<file path="config.mk">
export PLATFORM = sky130hd
export DESIGN_NAME = signed_euclidean_divider
export DESIGN_NICKNAME = d
export VERILOG_FILES = /design/src/hdl/sed_pkg.sv /design/src/hdl/signed_euclidean_divider.sv
export SDC_FILE = /design/constraint.sdc
export NUM_CORES = 1
export LEC_CHECK = 0
export BUFFER_PORTS_ARGS = -buffer_cell sky130_fd_sc_hd__buf_4
export CORE_AREA = 2 2 109 216
export DETAILED_ROUTE_END_ITERATION = 8
export DIE_AREA = 0 0 111 218
export PLACE_DENSITY = 0.88
export SETUP_SLACK_MARGIN = 0.1
export SKIP_CTS_REPAIR_TIMING = 1
export SYNTH_ARGS = -nofsm -noshare
export SYNTH_HDL_FRONTEND = slang
export SYNTH_SLANG_ARGS = --single-unit
</file>
<file path="constraint.sdc">
create_clock -name clk -period 6.3 [get_ports clk]
set_input_delay 0.945 -clock clk [delete_from_list [all_inputs] [get_ports clk]]
set_output_delay 0.945 -clock clk [all_outputs]
set_load 0.01 [all_outputs]
</file>
<file path="src/hdl/sed_pkg.sv">
// Shared types and status codes for the signed Euclidean divider.
`timescale 1ns / 1ps

package sed_pkg;

	typedef logic [1:0] status_t;

	localparam status_t ST_OK   = 2'd0;
	localparam status_t ST_DIV0 = 2'd1;
	localparam status_t ST_OVF  = 2'd2;

endpackage

</file>
<file path="src/hdl/signed_euclidean_divider.sv">
// Signed Euclidean divider: radix-2 restoring core under a small sequencer.
`timescale 1ns / 1ps
// The result beat follows the accepting edge through S_DIV, S_FIX and S_FIN;
//   a zero divisor is answered on the cycle right after the accepting edge.
// A new beat is taken only in idle, so the shared subtractor serves one division at a time:
//   one quotient bit per cycle, the remainder fixup, the sign step, then the idle result beat.
// busy is high from a nonzero-divisor accept until the result beat; done is a one-cycle strobe.
// Reset (arst_n low, asynchronous) returns the sequencer to idle and clears done.

module signed_euclidean_divider #(
	parameter int DATA_WIDTH = 32
) (
	input  logic                        clk,
	input  logic                        arst_n,
	input  logic                        start,
	output logic                        busy,
	input  logic signed [DATA_WIDTH-1:0] dividend,
	input  logic signed [DATA_WIDTH-1:0] divisor,
	output logic                        done,
	output logic signed [DATA_WIDTH-1:0] quotient,
	output logic        [DATA_WIDTH-2:0] remainder,
	output sed_pkg::status_t            status
);

	import sed_pkg::*;

	localparam int W     = DATA_WIDTH;
	localparam int CNT_W = $clog2(DATA_WIDTH);

	// sequencer codes
	localparam logic [1:0] S_IDLE = 2'd0;
	localparam logic [1:0] S_DIV  = 2'd1;	// one quotient bit per cycle
	localparam logic [1:0] S_FIX  = 2'd2;	// Euclidean remainder fixup
	localparam logic [1:0] S_FIN  = 2'd3;	// sign, overflow check, result beat

	logic [1:0]       state_q;
	logic [CNT_W-1:0] cnt_q;
	logic [W-1:0]     rem_q;	// partial remainder
	logic [W-1:0]     quo_q;	// dividend magnitude shifting out, quotient shifting in
	logic [W-1:0]     bmag_q;	// divisor magnitude
	logic             aneg_q;
	logic             bneg_q;

	logic                done_q;
	logic [W-1:0]        quot_q;
	logic [W-2:0]        rem_out_q;
	status_t             status_q;

	logic         accept;
	logic [W-1:0] amag_in;
	logic [W-1:0] bmag_in;
	logic [W:0]   shifted;
	logic [W:0]   sub_a;
	logic [W:0]   sub_b;
	logic [W:0]   diff;
	logic         qneg;
	logic [W-1:0] quo_neg;

	assign accept  = start && (state_q == S_IDLE);
	assign amag_in = dividend[W-1] ? (~dividend + 1'b1) : dividend;
	assign bmag_in = divisor[W-1]  ? (~divisor + 1'b1)  : divisor;

	assign shifted = {rem_q, quo_q[W-1]};

	// the one shared subtractor: trial subtract while dividing, |b| - r in fixup
	always_comb begin
		if (state_q == S_FIX) begin
			sub_a = {1'b0, bmag_q};
			sub_b = {1'b0, rem_q};
		end else begin
			sub_a = shifted;
			sub_b = {1'b0, bmag_q};
		end
	end
	assign diff = sub_a - sub_b;

	assign qneg    = (aneg_q != bneg_q) && (quo_q != '0);
	assign quo_neg = ~quo_q + 1'b1;

	always_ff @(posedge clk or negedge arst_n) begin
		if (!arst_n) begin
			state_q <= S_IDLE;
			cnt_q   <= '0;
			done_q  <= 1'b0;
		end else begin
			done_q <= 1'b0;
			unique case (state_q)
				S_IDLE: begin
					if (accept) begin
						if (divisor == '0) begin
							done_q <= 1'b1;
						end else begin
							state_q <= S_DIV;
							cnt_q   <= CNT_W'(DATA_WIDTH - 1);
						end
					end
				end
				S_DIV: begin
					if (cnt_q == '0) begin
						state_q <= S_FIX;
					end
					cnt_q <= cnt_q - 1'b1;
				end
				S_FIX: begin
					state_q <= S_FIN;
				end
				S_FIN: begin
					state_q <= S_IDLE;
					done_q  <= 1'b1;
				end
				default: begin
					state_q <= S_IDLE;
				end
			endcase
		end
	end

	// datapath, no reset needed
	always_ff @(posedge clk) begin
		unique case (state_q)
			S_IDLE: begin
				if (accept) begin
					rem_q  <= '0;
					quo_q  <= amag_in;
					bmag_q <= bmag_in;
					aneg_q <= dividend[W-1];
					bneg_q <= divisor[W-1];
					if (divisor == '0) begin
						quot_q    <= '0;
						rem_out_q <= '0;
						status_q  <= ST_DIV0;
					end
				end
			end
			S_DIV: begin
				if (!diff[W]) begin
					rem_q <= diff[W-1:0];
				end else begin
					rem_q <= shifted[W-1:0];
				end
				quo_q <= {quo_q[W-2:0], ~diff[W]};
			end
			S_FIX: begin
				// negative dividend with a remainder: bump magnitude, mirror remainder
				if (aneg_q && (rem_q != '0)) begin
					rem_q <= diff[W-1:0];
					quo_q <= quo_q + 1'b1;
				end
			end
			S_FIN: begin
				// only a positive quotient of 2^(W-1) can overflow
				if (!qneg && quo_q[W-1]) begin
					quot_q    <= '0;
					rem_out_q <= '0;
					status_q  <= ST_OVF;
				end else begin
					quot_q    <= qneg ? quo_neg : quo_q;
					rem_out_q <= rem_q[W-2:0];
					status_q  <= ST_OK;
				end
			end
			default: begin
			end
		endcase
	end

	assign busy      = (state_q != S_IDLE);
	assign done      = done_q;
	assign quotient  = quot_q;
	assign remainder = rem_out_q;
	assign status    = status_q;

endmodule

</file>
* After elaboration in Yosys (flattened, before gate mapping) *
Cells that the tools add are included.

cells by class
  add/subtract/negate cells = 6
  multiply operators = 0
  divide/modulo/power cells = 0
  magnitude comparators = 0
  equality and inequality tests = 9
  shift-type cells = 0
  muxes and demuxes = 34
  bitwise gates (word level) = 4
  reduce and logical (&&, ||, !) cells = 19

operators with widths
  operator               number
  $mux 32                11
  $pmux 32 s3            2
  $add 32x1->32 const B  4
  $mux 31                4
  $not 32->32            3
  $pmux 32 s2            1
  $reduce_bool 32->1     2
  $pmux 31 s2            1
  $mux 33                1
  $sub 33x33->33         1
  $logic_not 32->1       1
  $mux 2                 6
  $reduce_and 3->1       4
  $mux 5                 2
  $pmux 5 s2             1
  $pmux 2 s4             1
  $ne 2x2->1 const B     3
  $reduce_bool 2->1      3
  $logic_not 5->1        1
  $sub 5x1->5 const B    1
  $eq 2x2->1 const B     2
  $logic_and 1x1->1      4
  $ne 2x1->1 const B     2
  $pmux 2 s2             1
  other kinds (9)        10

storage, ports and cells
  register bits after elaboration = 171
  latch bits = 0
  RAM bits = 0
  memory bits (read-only) = 0
  input bits = 67
  output and inout port bits = 67
  memories = 0

* Logic depth before layout (Yosys ltp) *
  depth after elaboration = 6
  mapped depth = 19

* Worst setup path after synthesis *
No wires, ideal clock.

  path type = register -> register
  from = register state_q[0]
  to = register quo_q[0], enable pin
  library setup time = 0.582 ns
  arrival = 6.019 ns
  data required time = 5.718 ns
  slack = -0.301 ns
  cell stages (with the launch flop) = 7
  buffers on the path = 3
  clock period less this slack = 6.601 ns
  cells stage by stage = dfrtp_1 -> inv_1 -> ha_1 -> clkbuf_1 -> clkbuf_1 -> buf_1 -> a211oi_1

on the way
  cells in the longest elaborated chain, start to end = 4
  elaborated cells on any way between the ends = 8
  those cells by class = eq/ne (4); reduce/logical (4)

RTL lines
  item                                   line                                                             source
  start, declared                        signed_euclidean_divider.sv:36                                   logic [1:0] state_q;
  start signal, assigned                 signed_euclidean_divider.sv:82                                   state_q <= S_IDLE;
  start signal, assigned                 signed_euclidean_divider.sv:93                                   state_q <= S_DIV;
  start signal, assigned                 signed_euclidean_divider.sv:100                                  state_q <= S_FIX;
  $logic_not 2->1                        signed_euclidean_divider.sv:59, signed_euclidean_divider.sv:120
  $logic_and 1x1->1                      signed_euclidean_divider.sv:59                                   assign accept = start && (state_q == S_IDLE);
  $ne 2x2->1 (no source line)            n/a
  $reduce_and 3->1 (no source line) (*)  n/a
  end signal, assigned                   signed_euclidean_divider.sv:124                                  quo_q <= amag_in;
  end signal, assigned                   signed_euclidean_divider.sv:141                                  quo_q <= {quo_q[W-2:0], ~diff[W]};
  end signal, assigned                   signed_euclidean_divider.sv:147                                  quo_q <= quo_q + 1'b1;
  end, declared                          signed_euclidean_divider.sv:39                                   logic [W-1:0] quo_q;

Mark *: on every way between the ends. The rest lies on a longest branch, timed or not.
A chain may end at the register's enable or synchronous reset.

* Worst setup path in the final report *
  from = register state_q[0]
  to = register rem_q[12] (data pin)

on the way
  cells in the longest elaborated chain, start to end = 5
  elaborated cells on any way between the ends = 9
  those cells by class = add/sub (1); eq/ne (2); mux (5); reduce/logical (1)

RTL lines
  item                                       line                                                              source
  $eq 2x2->1                                 signed_euclidean_divider.sv:67, signed_euclidean_divider.sv:120
  $mux 33 / $mux 32 (equally long branches)  signed_euclidean_divider.sv:67                                    if (state_q == S_FIX) begin
  $sub 33x33->33                             signed_euclidean_divider.sv:75                                    assign diff = sub_a - sub_b;
  $mux 32 (on tied branches)                 signed_euclidean_divider.sv:145, signed_euclidean_divider.sv:136
  $pmux 32 s3 (*)                            signed_euclidean_divider.sv:120                                   unique case (state_q)
  end signal, assigned                       signed_euclidean_divider.sv:137                                   rem_q <= diff[W-1:0];
  end signal, assigned                       signed_euclidean_divider.sv:139                                   rem_q <= shifted[W-1:0];
  end signal, assigned                       signed_euclidean_divider.sv:146                                   rem_q <= diff[W-1:0];
  end, declared                              signed_euclidean_divider.sv:38                                    logic [W-1:0] rem_q;

Mark *: on every way between the ends. The rest lies on a longest branch, timed or not. The select of a mux whose other input is x is not followed.

==> results.md <==
- Run status: completed
- Largest fanout on the critical path: 30
- Nets in the synthesized netlist: 1304
- Final hold violations: 0
- Final slew viol count: 0
- Largest net degree at the start of global routing: 57
- Yosys warnings: 0
- Final Setup Violations: 0
- Growth of design area from synthesis to finish: 13.96%
- Worst reg-to-reg setup slack: 1.17 ns
- Die X: 111 um
- Number of I/O port buffers: 133
- Critical path launch point: state_q[0]$_DFFE_PN0P_
- Startpoint types: flip-flop
- Number of detailed-route iterations in the first pass: 7
- Aggregate routed wire length: 30690 um
- Area fraction of the dominant cell type after synthesis: 40.90%
- Endpoint required time on the critical path: 6.61 ns
- Static power due to leakage: 5.131 nW
- Clock skew: 0.006880 ns
- Worst slack on hold paths: 0.3157 ns
- Half-perimeter wire length after detailed placement: 23330 um
- Gpl congestion: 0.9350
- Wire length of the first global-routing pass: 48160 um
- Mean area per synthesized cell: 10.05 um^2
- Final period demand of the worst path: 5.130 ns
- Full die area: 24200 um^2
- Worst endpoint data arrival time: 5.44 ns
- Y dimension of the die: 218 um
- Clock root buffer: sky130_fd_sc_hd__clkbuf_16
- Peak VDD IR: 465.9 uV
- DR WL/cell: 19.53 um
- Longest Clk Path Bufs: 2
- Total congestion overflow: 0
- Clock sinks: 171
- Clock transition at the register clock pins on the worst setup and hold paths after CTS: 0.07 ns
- Number of clock buffers inserted by TritonCTS: 17
- Category of the critical setup timing path: flip-flop to flip-flop
- Distinct cells, synth: 70
- Total core area: 22540 um^2
- Max-Slew Margin vs Limit: 23.88%
- Vias per Instance: 6.190
- Count of standard-cell rows: 78
- Top Ports: 134
- Dominant cell type by area after synthesis: sky130_fd_sc_hd__edfxtp_1
- Critical register-to-register path startpoint: state_q[0]$_DFFE_PN0P_
- Most used flip-flop cell after synthesis: sky130_fd_sc_hd__edfxtp_1
- Clock Latency Late Sink: 0.45 ns
- Vias: 9724
- Antenna viol nets, final: 0
- Worst Setup End Kind: flip-flop
- TritonCTS clock tree: done
- Cells after synthesis: 1191
- Measured slew at the worst slew-check pin: 1.139 ns
- Highest achievable clock rate: 195.0 MHz
- Power density cells: 599.1 nW/um^2
- Global router's overall resource usage: 25.12%
- Number of antenna cells inserted: 0
- Largest cells by area after synthesis: sky130_fd_sc_hd__edfxtp_1 41%, sky130_fd_sc_hd__xnor2_1 7.0%, sky130_fd_sc_hd__ha_1 4.7%, sky130_fd_sc_hd__nor2_1 3.4%, sky130_fd_sc_hd__mux2i_1 3.2%
- Maximum Capacitance Violations: 0
- Sequential-to-total area share from yosys stat: 42.57%
- Initial antenna violation count: 0
- Post-Syn Area: 11970 um^2
- Number of design-rule violations left by the first detailed-router iteration: 729
- Number of flops mapped to enable cells by yosys: 163
- Endpoint of the worst register-to-register path: rem_q[12]$_DFFE_PP_
- RSZ-0062 raised after global routing: no
- Final-stage net count: 1391
- Number of design rule violations left after detail routing: 0
- Fraction of the cycle the final worst path needs: 81.42%
- Via count of the first global-routing pass: 9699
- Worst-case reg-to-reg path depth: 15
- Initial Utilization: 53.09%
- Setup tns final: 0 ns
- Number of levels the H-tree was split into: 4
- Fraction of layout cells with a size suffix above 1: 18.28%
- Async set-reset flop share out of synthesis: 4.678%
- Hold/Removal Path Class: primary input to asynchronous set/reset pin
- Number of storage elements in the synthesis netlist: 171
how the worst max path moves through the flow:
| stage | endpoint | slack, ns |
|---|---|---|
| after CTS | rem_q[12]$_DFFE_PP_ | 1.18 |
| after detailed placement | rem_q[23]$_DFFE_PP_ | 1.21 |
| after global placement | rem_q[8]$_DFFE_PP_ | 1.39 |
| after global routing | rem_q[12]$_DFFE_PP_ | 0.76 |
| after floorplan | quotient[0]$_SDFFCE_PP0P_ | 0.42 |
| final | rem_q[12]$_DFFE_PP_ | 1.17 |
registers in the layout, indices dropped and copies added (netlist names):
register	count
bmag_q	32
quo_q	32
quotient	32
rem_q	32
remainder	31
cnt_q	5
state_q	2
status	2
aneg_q	1
bneg_q	1
done	1
synthesized netlist by cell type (5+ instances only):
| master | number |
|---|---|
| sky130_fd_sc_hd__o41ai_1 | 10 |
| sky130_fd_sc_hd__buf_1 | 12 |
| sky130_fd_sc_hd__a22oi_1 | 23 |
| sky130_fd_sc_hd__a21oi_1 | 72 |
| sky130_fd_sc_hd__mux2i_1 | 38 |
| sky130_fd_sc_hd__dfrtp_1 | 8 |
| sky130_fd_sc_hd__xnor2_1 | 96 |
| sky130_fd_sc_hd__nand2_1 | 78 |
| sky130_fd_sc_hd__edfxtp_1 | 163 |
| sky130_fd_sc_hd__nor4_1 | 12 |
| sky130_fd_sc_hd__nand3_1 | 27 |
| sky130_fd_sc_hd__o211ai_1 | 9 |
| sky130_fd_sc_hd__ha_1 | 45 |
| sky130_fd_sc_hd__a21boi_0 | 7 |
| sky130_fd_sc_hd__nor3_1 | 19 |
| sky130_fd_sc_hd__and2_1 | 36 |
| sky130_fd_sc_hd__or4_1 | 9 |
| sky130_fd_sc_hd__a31oi_1 | 10 |
| sky130_fd_sc_hd__nand2b_1 | 14 |
| sky130_fd_sc_hd__inv_1 | 27 |
| sky130_fd_sc_hd__clkbuf_1 | 42 |
| sky130_fd_sc_hd__a22o_1 | 26 |
| sky130_fd_sc_hd__nor2_1 | 107 |
| sky130_fd_sc_hd__buf_2 | 16 |
| sky130_fd_sc_hd__nand3b_1 | 5 |
| sky130_fd_sc_hd__o21a_1 | 8 |
| sky130_fd_sc_hd__and3_1 | 9 |
| sky130_fd_sc_hd__or3_1 | 9 |
| sky130_fd_sc_hd__nor2b_1 | 5 |
| sky130_fd_sc_hd__a21o_1 | 9 |
| sky130_fd_sc_hd__o21ai_0 | 58 |
| sky130_fd_sc_hd__mux2_2 | 33 |
| sky130_fd_sc_hd__xor2_1 | 42 |
| sky130_fd_sc_hd__a211oi_1 | 8 |
| sky130_fd_sc_hd__o31ai_1 | 20 |
| sky130_fd_sc_hd__nand4_1 | 16 |
worst max-delay path, cell delays in order (launching register included):
cell                       delay (ns)
sky130_fd_sc_hd__dfrtp_1         0.43
sky130_fd_sc_hd__inv_1           0.17
sky130_fd_sc_hd__ha_1            0.55
sky130_fd_sc_hd__buf_4           0.47
sky130_fd_sc_hd__mux2_2          0.38
sky130_fd_sc_hd__ha_1            0.52
sky130_fd_sc_hd__and4_1          0.28
sky130_fd_sc_hd__and2_1          0.18
sky130_fd_sc_hd__nand4_1         0.13
sky130_fd_sc_hd__a211oi_1        0.24
sky130_fd_sc_hd__nor3_1          0.09
sky130_fd_sc_hd__xnor2_1         0.14
sky130_fd_sc_hd__buf_4           0.18
sky130_fd_sc_hd__nor2_1          0.22
sky130_fd_sc_hd__o21a_1          0.71
sky130_fd_sc_hd__a22o_1          0.25
power breakdown:
group / leakage (nW) / switching, mW / total [mW] / internal, mW
logic: 3.18 / 2.77 / 4.69 / 1.92
clock network: 0.243 / 0.438 / 0.974 / 0.536
registers: 1.71 / 0.524 / 2.51 / 1.98
placed cells by master, fill, tap and decap left out, drive strengths merged, types with 7 or more instances in the layout:
cell type / count
a22o: 26
o211ai: 9
buf: 144
a21oi: 73
and3: 9
o21ai: 59
nor2: 107
mux2i: 38
or3: 13
ha: 45
clkinv: 7
a21boi: 7
a21o: 9
nand2b: 14
a31oi: 11
nand4: 16
xnor2: 96
a22oi: 23
or4: 12
inv: 27
a211oi: 9
nand2: 78
and2: 36
clkbuf: 19
dfrtp: 8
o21a: 8
nor4: 15
mux2: 33
nor3: 23
edfxtp: 163
o31ai: 24
xor2: 42
nand3: 27
o41ai: 12
stage by stage:
stage	util (%)	instance area [um^2]	power, mW	std cells	setup WS, ns
after floorplan	-	11970	5.892	1191	0.4216
after global placement	58.11	13100	7.007	1539	1.393
after detailed placement	58.11	13100	7.111	1539	1.209
after CTS	60.50	13640	8.110	1571	1.176
after global routing	60.50	13640	8.678	1571	0.7600
final	60.50	13640	8.170	1571	1.170
area by class of cell:
cell class	instances	area [um^2]
inverter	27	101.3
clock inverter	13	103.9
timing repair buffer	144	1081
multi-input combinational	917	6474
clock buffer	19	432.9
tap	280	350.3
sequential	171	5095
fill	1820	8906
kinds of logic (layout without fill, tap and decap cells):
group	Yosys count	after routing	synth area share, %
xor+xnor	138	138	10.10
flops	171	171	42.57
mux	71	71	6.283
fa+ha+maj	46	46	4.872
compound gates	284	284	15.92
simple gates	378	378	16.65
buf+inv	103	203	3.596
metal layers:
| metal | wire length [um] | track usage [%] | vias up | part of all wire [%] |
|---|---|---|---|---|
| met5 | 0 | 0 | - | 0 |
| met4 | 1968 | 16.08 | 0 | 6.4 |
| met3 | 1604 | 4.141 | 129 | 5.2 |
| met2 | 16940 | 48.63 | 404 | 55 |
| li1 | - | - | 4574 | - |
| met1 | 10170 | 24.07 | 4617 | 33 |
Note: power is estimated with default switching activity, not from simulation.
